**config.mk**
```make
export PLATFORM = sky130hd
export DESIGN_NAME = iq_phase_atan2_unit
export DESIGN_NICKNAME = d
export VERILOG_FILES = /design/src/rtl/iqpa_pkg.sv /design/src/rtl/iqpa_cordic_stage.sv /design/src/rtl/iq_phase_atan2_unit.sv
export SDC_FILE = /design/constraint.sdc
export NUM_CORES = 2
export LEC_CHECK = 0
export ABC_AREA = 1
export BUFFER_PORTS_ARGS = -buffer_cell sky130_fd_sc_hd__buf_2
export CAP_MARGIN = 20
export CELL_PAD_IN_SITES_DETAIL_PLACEMENT = 0
export CELL_PAD_IN_SITES_GLOBAL_PLACEMENT = 2
export CORE_UTILIZATION = 30
export DETAILED_ROUTE_END_ITERATION = 16
export PLACE_DENSITY = 0.7
export SLEW_MARGIN = 10
export SYNTH_ARGS = -nofsm -noshare
export SYNTH_HDL_FRONTEND = slang
export SYNTH_SLANG_ARGS = --single-unit
```
**constraint.sdc**
```tcl
create_clock -name i_clk -period 139.3 [get_ports i_clk]
set_input_delay 27.86 -clock i_clk [delete_from_list [all_inputs] [get_ports i_clk]]
set_output_delay 27.86 -clock i_clk [all_outputs]
set_load 0.005 [all_outputs]
```
**src/rtl/iqpa_pkg.sv**
```systemverilog
// ----------------------------------------------------------------------------
// iqpa_pkg
// Shared constants, types and the arctangent table for the IQ phase unit.
// ----------------------------------------------------------------------------
package iqpa_pkg;

    // Default parameter values
    localparam int SAMPLE_WIDTH_DEF = 16;
    localparam int ITERATIONS_DEF   = 16;

    // Output phase width, Q3.13 radians
    localparam int PHASE_W     = 16;
    // Angle accumulator, units of 2^-20 rad
    localparam int ACC_W       = 25;
    // Components are prescaled by 2^8 before the micro-rotations
    localparam int PRESCALE_SH = 8;
    // Headroom for sign flip and CORDIC gain
    localparam int GUARD_W     = 3;
    localparam int ATAN_LEN    = 24;

    localparam int PI_ACC      = 3294199;
    localparam int PI_OUT      = 25736;
    localparam int HALF_PI_OUT = 12868;
    localparam int OUT_SHIFT   = 7;
    localparam int OUT_ROUND   = 64;

    // Sample classification, carried alongside the vector
    typedef struct packed {
        logic re_zero;
        logic im_zero;
        logic re_neg;
        logic im_neg;
    } t_spec;

    // round(atan(2^-idx) * 2^20)
    function automatic logic signed [ACC_W-1:0] atan_entry(input int idx);
        logic signed [ACC_W-1:0] v;
        case (idx)
            0:       v = ACC_W'(823550);
            1:       v = ACC_W'(486170);
            2:       v = ACC_W'(256879);
            3:       v = ACC_W'(130396);
            4:       v = ACC_W'(65451);
            5:       v = ACC_W'(32757);
            6:       v = ACC_W'(16383);
            7:       v = ACC_W'(8192);
            8:       v = ACC_W'(4096);
            9:       v = ACC_W'(2048);
            10:      v = ACC_W'(1024);
            11:      v = ACC_W'(512);
            12:      v = ACC_W'(256);
            13:      v = ACC_W'(128);
            14:      v = ACC_W'(64);
            15:      v = ACC_W'(32);
            16:      v = ACC_W'(16);
            17:      v = ACC_W'(8);
            18:      v = ACC_W'(4);
            19:      v = ACC_W'(2);
            20:      v = ACC_W'(1);
            default: v = '0;
        endcase
        return v;
    endfunction

endpackage

```
**src/rtl/iqpa_cordic_stage.sv**
```systemverilog
// ----------------------------------------------------------------------------
// iqpa_cordic_stage
// One registered CORDIC vectoring micro-rotation with a fixed shift.
// ----------------------------------------------------------------------------
module iqpa_cordic_stage
    import iqpa_pkg::*;
#(
    parameter int XW    = 27,
    parameter int STAGE = 0
) (
    input  logic                    i_clk,
    input  logic                    i_rst_n,
    input  logic                    i_en,
    input  logic                    i_valid,
    input  logic signed [XW-1:0]    i_x,
    input  logic signed [XW-1:0]    i_y,
    input  logic signed [ACC_W-1:0] i_z,
    input  t_spec                   i_spec,
    output logic                    o_valid,
    output logic signed [XW-1:0]    o_x,
    output logic signed [XW-1:0]    o_y,
    output logic signed [ACC_W-1:0] o_z,
    output t_spec                   o_spec
);

    localparam logic signed [ACC_W-1:0] ANGLE = atan_entry(STAGE);

    logic                    r_valid;
    logic signed [XW-1:0]    r_x, n_x;
    logic signed [XW-1:0]    r_y, n_y;
    logic signed [ACC_W-1:0] r_z, n_z;
    t_spec                   r_spec;

    always_comb begin
        // Rotate toward the x axis; shifts floor like the arithmetic model
        if (!i_y[XW-1]) begin
            n_x = i_x + (i_y >>> STAGE);
            n_y = i_y - (i_x >>> STAGE);
            n_z = i_z + ANGLE;
        end else begin
            n_x = i_x - (i_y >>> STAGE);
            n_y = i_y + (i_x >>> STAGE);
            n_z = i_z - ANGLE;
        end
    end

    always_ff @(posedge i_clk) begin
        if (!i_rst_n) begin
            r_valid <= 1'b0;
        end else if (i_en) begin
            r_valid <= i_valid;
        end
    end

    always_ff @(posedge i_clk) begin
        if (i_en) begin
            r_x    <= n_x;
            r_y    <= n_y;
            r_z    <= n_z;
            r_spec <= i_spec;
        end
    end

    assign o_valid = r_valid;
    assign o_x     = r_x;
    assign o_y     = r_y;
    assign o_z     = r_z;
    assign o_spec  = r_spec;

endmodule

```
**src/rtl/iq_phase_atan2_unit.sv**
```systemverilog
// ----------------------------------------------------------------------------
// iq_phase_atan2_unit
// Four-quadrant phase of a complex sample by pipelined CORDIC vectoring.
// ----------------------------------------------------------------------------
// Channel   Direction  Payload
// s_axis    in         tdata: real_part [SW-1:0], imag_part [2*SW-1:SW]
// m_axis    out        tdata: phase_angle [15:0], Q3.13 rad, pi = 25736
//
// One item per cycle while the output is not stalled. Stages: an input stage
// (prescale and half-turn), one stage per micro-rotation, a rounding stage.
// The whole pipeline advances together; a stalled output freezes every
// stage and drops tready. Reset clears the valid bits only.
// ----------------------------------------------------------------------------
module iq_phase_atan2_unit
    import iqpa_pkg::*;
#(
    parameter int SAMPLE_WIDTH = SAMPLE_WIDTH_DEF,
    parameter int ITERATIONS   = ITERATIONS_DEF
) (
    input  logic                                      i_clk,
    input  logic                                      i_rst_n,
    input  logic                                      i_s_tvalid,
    output logic                                      o_s_tready,
    // real_part, imag_part, zero fill
    input  logic [((2*SAMPLE_WIDTH+7)/8)*8-1:0]       i_s_tdata,
    output logic                                      o_m_tvalid,
    input  logic                                      i_m_tready,
    // phase_angle
    output logic [PHASE_W-1:0]                        o_m_tdata
);

    localparam int SW = SAMPLE_WIDTH;
    localparam int XW = SAMPLE_WIDTH + PRESCALE_SH + GUARD_W;
    localparam int NR = (ITERATIONS < ATAN_LEN) ? ITERATIONS : ATAN_LEN;

    localparam logic signed [ACC_W-1:0] PI_A   = ACC_W'(PI_ACC);
    localparam logic signed [ACC_W:0]   ROUND_A = (ACC_W+1)'(OUT_ROUND);
    localparam logic signed [ACC_W:0]   PI_Q    = (ACC_W+1)'(PI_OUT);
    localparam logic signed [ACC_W:0]   NPI_Q   = -(ACC_W+1)'(PI_OUT);
    localparam logic [PHASE_W-1:0]      PI_P    = PHASE_W'(PI_OUT);
    localparam logic [PHASE_W-1:0]      HPI_P   = PHASE_W'(HALF_PI_OUT);

    logic en;

    // Input stage
    logic signed [SW-1:0]    re, im;
    logic signed [XW-1:0]    x_pre;
    logic signed [XW-1:0]    n_x0, n_y0;
    logic signed [ACC_W-1:0] n_z0;
    t_spec                   n_spec0;

    // Stage registers along the pipeline, index 0 is the input stage
    logic                    v_p [0:NR];
    logic signed [XW-1:0]    x_p [0:NR];
    logic signed [XW-1:0]    y_p [0:NR];
    logic signed [ACC_W-1:0] z_p [0:NR];
    t_spec                   s_p [0:NR];

    logic                    r_v0;
    logic signed [XW-1:0]    r_x0, r_y0;
    logic signed [ACC_W-1:0] r_z0;
    t_spec                   r_spec0;

    // Output stage
    logic signed [ACC_W:0]   sum_r;
    logic signed [ACC_W:0]   q;
    logic [PHASE_W-1:0]      n_phase;
    logic                    r_out_valid;
    logic [PHASE_W-1:0]      r_phase;
    t_spec                   spec_l;

    assign en         = !r_out_valid || i_m_tready;
    assign o_s_tready = en;

    assign re = i_s_tdata[SW-1:0];
    assign im = i_s_tdata[2*SW-1:SW];

    always_comb begin
        n_spec0.re_zero = (re == '0);
        n_spec0.im_zero = (im == '0);
        n_spec0.re_neg  = re[SW-1];
        n_spec0.im_neg  = im[SW-1];
        x_pre = {{(XW-SW-PRESCALE_SH){re[SW-1]}}, re, {PRESCALE_SH{1'b0}}};
        // Turn the left half-plane by pi and start the angle there
        if (re[SW-1]) begin
            n_x0 = -x_pre;
            n_y0 = -{{(XW-SW-PRESCALE_SH){im[SW-1]}}, im, {PRESCALE_SH{1'b0}}};
            n_z0 = im[SW-1] ? -PI_A : PI_A;
        end else begin
            n_x0 = x_pre;
            n_y0 = {{(XW-SW-PRESCALE_SH){im[SW-1]}}, im, {PRESCALE_SH{1'b0}}};
            n_z0 = '0;
        end
    end

    always_ff @(posedge i_clk) begin
        if (!i_rst_n) begin
            r_v0 <= 1'b0;
        end else if (en) begin
            r_v0 <= i_s_tvalid;
        end
    end

    always_ff @(posedge i_clk) begin
        if (en) begin
            r_x0    <= n_x0;
            r_y0    <= n_y0;
            r_z0    <= n_z0;
            r_spec0 <= n_spec0;
        end
    end

    assign v_p[0] = r_v0;
    assign x_p[0] = r_x0;
    assign y_p[0] = r_y0;
    assign z_p[0] = r_z0;
    assign s_p[0] = r_spec0;

    for (genvar g = 0; g < NR; g++) begin : g_rot
        iqpa_cordic_stage #(
            .XW    (XW),
            .STAGE (g)
        ) u_stage (
            .i_clk   (i_clk),
            .i_rst_n (i_rst_n),
            .i_en    (en),
            .i_valid (v_p[g]),
            .i_x     (x_p[g]),
            .i_y     (y_p[g]),
            .i_z     (z_p[g]),
            .i_spec  (s_p[g]),
            .o_valid (v_p[g+1]),
            .o_x     (x_p[g+1]),
            .o_y     (y_p[g+1]),
            .o_z     (z_p[g+1]),
            .o_spec  (s_p[g+1])
        );
    end

    assign spec_l = s_p[NR];

    always_comb begin
        // Round half up to Q3.13, clamp to +/- pi; fixed phase on an axis
        sum_r = {z_p[NR][ACC_W-1], z_p[NR]} + ROUND_A;
        q     = sum_r >>> OUT_SHIFT;
        if (spec_l.re_zero) begin
            if (spec_l.im_neg) begin
                n_phase = -HPI_P;
            end else if (spec_l.im_zero) begin
                n_phase = '0;
            end else begin
                n_phase = HPI_P;
            end
        end else if (spec_l.im_zero) begin
            n_phase = spec_l.re_neg ? PI_P : '0;
        end else if (q > PI_Q) begin
            n_phase = PI_P;
        end else if (q < NPI_Q) begin
            n_phase = -PI_P;
        end else begin
            n_phase = q[PHASE_W-1:0];
        end
    end

    always_ff @(posedge i_clk) begin
        if (!i_rst_n) begin
            r_out_valid <= 1'b0;
        end else if (en) begin
            r_out_valid <= v_p[NR];
        end
    end

    always_ff @(posedge i_clk) begin
        if (en) begin
            r_phase <= n_phase;
        end
    end

    assign o_m_tvalid = r_out_valid;
    assign o_m_tdata  = r_phase;

    // Assertions
    a_phase_range: assert property (@(posedge i_clk) disable iff (!i_rst_n)
        o_m_tvalid |-> ($signed(o_m_tdata) <= $signed(PI_P)) &&
                       ($signed(o_m_tdata) >= -$signed(PI_P)))
        else $error("phase outside +/- pi");

    a_reset_empty: assert property (@(posedge i_clk)
        !i_rst_n |=> !o_m_tvalid && !v_p[NR])
        else $error("pipeline holds an item after reset");

    a_stall_freeze: assert property (@(posedge i_clk) disable iff (!i_rst_n)
        (v_p[NR] && r_out_valid && !i_m_tready) |=> v_p[NR] && $stable(z_p[NR]))
        else $error("last rotation stage moved during a stall");

    a_axis_phase: assert property (@(posedge i_clk) disable iff (!i_rst_n)
        (en && v_p[NR] && spec_l.im_zero && !spec_l.re_zero) |=>
            (o_m_tdata == PI_P) || (o_m_tdata == '0))
        else $error("real-axis sample gave a phase other than 0 or pi");

endmodule

```
==> impl_metrics.ini <==
[yosys]
ys_top_cells_by_area = edfxtp_1, ha_1, xor2_1
seq_area_frac_synth = 0.363
synth_edf_count = 1167
ys_async_sr_fraction = 0
syn-instance-count = 11700
ys_warn_count = 0
synthesis.area_um2 = 97500
synth_cell_types = 65
yosys.area.top_type = edfxtp_1
yosys_register_bits = 1185
post-synth-top-area-fraction = 0.360
syn_area_per_cell_um2 = 8.36
synth_ff_type = edfxtp_1

[floorplanning]
die_h_um = 572
dieArea_um2 = 327000
io_pins = 54
rows = 208
die_w_um = 572
start_util = 0.303
core-area_um2 = 322000

[cells_and_area]
most-common-layout-cells = nand2_1, inv_1, edfxtp_1
layout_commonest_cell = nand2_1
fin_util = 0.336
syn2layout_area_growth_pct = 11.2
drive_gt1_frac = 0.0343
nets = 12900
nFillCells = 33900

[routing]
wirelength_mm = 286
drt-wirelength-per-cell_um = 17.6
viasPerCell = 4.87
vias = 79000
drc_errors = 0
dr.pass1.iters = 5
drt_iter0_drc = 5041
final_antenna_net_count = 0

[sta]
fin_crit_sh = 0.409
finClkSkew_ps = 69.3
max_clock_freq_mhz = 17.6
hold_viol_final = 0
slew_headroom = 0.303
fin_crit_ps = 56920
drv_slew = 0
worst_pin_slew_ps = 1050
rsz0062_at_grt = false
final.setup.tns_ps = 0
setup_viol = 0

[clock_network]
clkLatencyLatePin_ps = 850
cts_setup_buffers = 0
cts-buffers-inserted = 154
clock-sinks = 1185
clock_path_buffers = 4
path_clk_slew_ps = 60
cts_hold_buf = 0
cts_tree = yes
root_buffer = clkbuf_16
htreeDepth = 4
cts.repair.resized = 0

[setup_path]
endpoint = o_s_tready
rrSetupSlack_ps = 133440
cp_data_arrival_time_ps = 29060
r2r_start = o_m_tvalid
criticalPathCategory = in -> out
reg2regPathDepth = 9
crit_path_start = i_m_tready
cp_data_required_time_ps = 111440
cp_max_fo = 89
endpoint_kind = primary output
r2r_end = r_y0[10]
crit_path_start_kind = input port

[global_route]
grt_pass1_vias = 77900
grt_max_degree = 159
track_usage = 0.171
grt_first_pass_wirelength_mm = 448
antenna_found_initial = 4
overflow = 0

[run_status]
status = finished, final reports clean

[place]
io_buffers = 53
dp_hpwl_mm = 235
gp_congestion = 0.892

[hold_path]
hold_path.class = reg -> reg
hp-start = g_rot[6].u_stage.o_z[11]

[run]
cap_violations = 0
## synthesized netlist by cell type, types with 10 or more instances
master / count
xor2_1: 922
a21o_1: 126
o211ai_1: 42
a21boi_0: 61
o221ai_1: 10
a211oi_1: 15
o21ai_1: 29
nand2_1: 2066
a31oi_1: 98
o21bai_1: 68
ha_1: 1054
nand3_1: 455
fa_1: 41
nand4_1: 140
nor3_1: 228
o21ai_0: 666
o22ai_1: 13
xnor2_1: 422
nor4_1: 91
nor2_1: 1083
o31ai_1: 35
clkbuf_1: 77
nand3b_1: 13
dfxtp_1: 18
inv_1: 1358
edfxtp_1: 1167
buf_1: 13
clkinv_1: 12
a21oi_1: 1159
a221oi_1: 16
o21a_1: 40
or2_2: 21
## critical path, cell delays in order
cell and delay [ps]:
buf_2 90, nor2_1 460, inv_8 350, buf_2 290
## registers in the layout (all words and copies together), names as in the netlist, 16 cells and up
register and cells:
g_rot.u_stage.o_y 357, g_rot.u_stage.o_z 347, g_rot.u_stage.o_x 338, g_rot.u_stage.o_spec 64, r_x0 19, r_y0 19, g_rot.u_stage.o_valid 16, o_m_tdata 16
## area by class of cell
class	count	area, µm²	area share
Clock inverter	99	1260	0.0116
Clock buffer	179	4030	0.0372
Multi-Input combinational cell	8998	56500	0.521
Antenna cell	1	2.50	0.0000231
Sequential cell	1185	35400	0.327
Timing Repair Buffer	95	609	0.00562
Inverter	1375	5170	0.0477
Tap cell	4305	5390	0.0497
## through the flow
stage / area [µm²] / worst slack, ps / instances / hold slack (ps)
5_1_grt: 108000 / 82250 / 16200 / 357
6_report: 108000 / 82380 / 16200 / 365
2_1_floorplan: 97500 / 51790 / 11700 / 400
3_3_place_gp: 103000 / 81650 / 16000 / 401
4_1_cts: 108000 / 82330 / 16200 / 347
3_5_place_dp: 103000 / 82330 / 16000 / 405
## worst min path at each step
stage / endpoint / slack [ps] / cells after the start
after global placement: g_rot[10].u_stage.o_z[9] / 400 / 0
after CTS: g_rot[7].u_stage.o_z[12] / 350 / 0
after global routing: g_rot[7].u_stage.o_z[12] / 360 / 0
after detailed placement: g_rot[0].u_stage.o_spec[0] / 400 / 0
after floorplan: g_rot[0].u_stage.o_spec[0] / 400 / 0
final: g_rot[7].u_stage.o_z[11] / 370 / 0
## per-layer routing
metal	GRT usage	wire length, µm	vias up
met2	0.285	130000	1204
met4	0.0335	5210	4
li1	-	-	40300
met5	0	27	-
met1	0.240	141000	37200
met3	0.0183	9480	269
## logic make-up after synthesis
| logic type | synth area share |
|---|---|
| buffers and inverters | 0.0572 |
| adder cells (fa/ha/maj) | 0.144 |
| AND/OR/NAND/NOR | 0.177 |
| multiplexers | 0.000308 |
| other | 0.0000385 |
| XOR/XNOR | 0.121 |
| flip-flops | 0.363 |
| AO/OA/AOI/OAI | 0.138 |
Power is not shown: default switching activity piles up to over one toggle a cycle in this logic, so the estimate is an artifact.
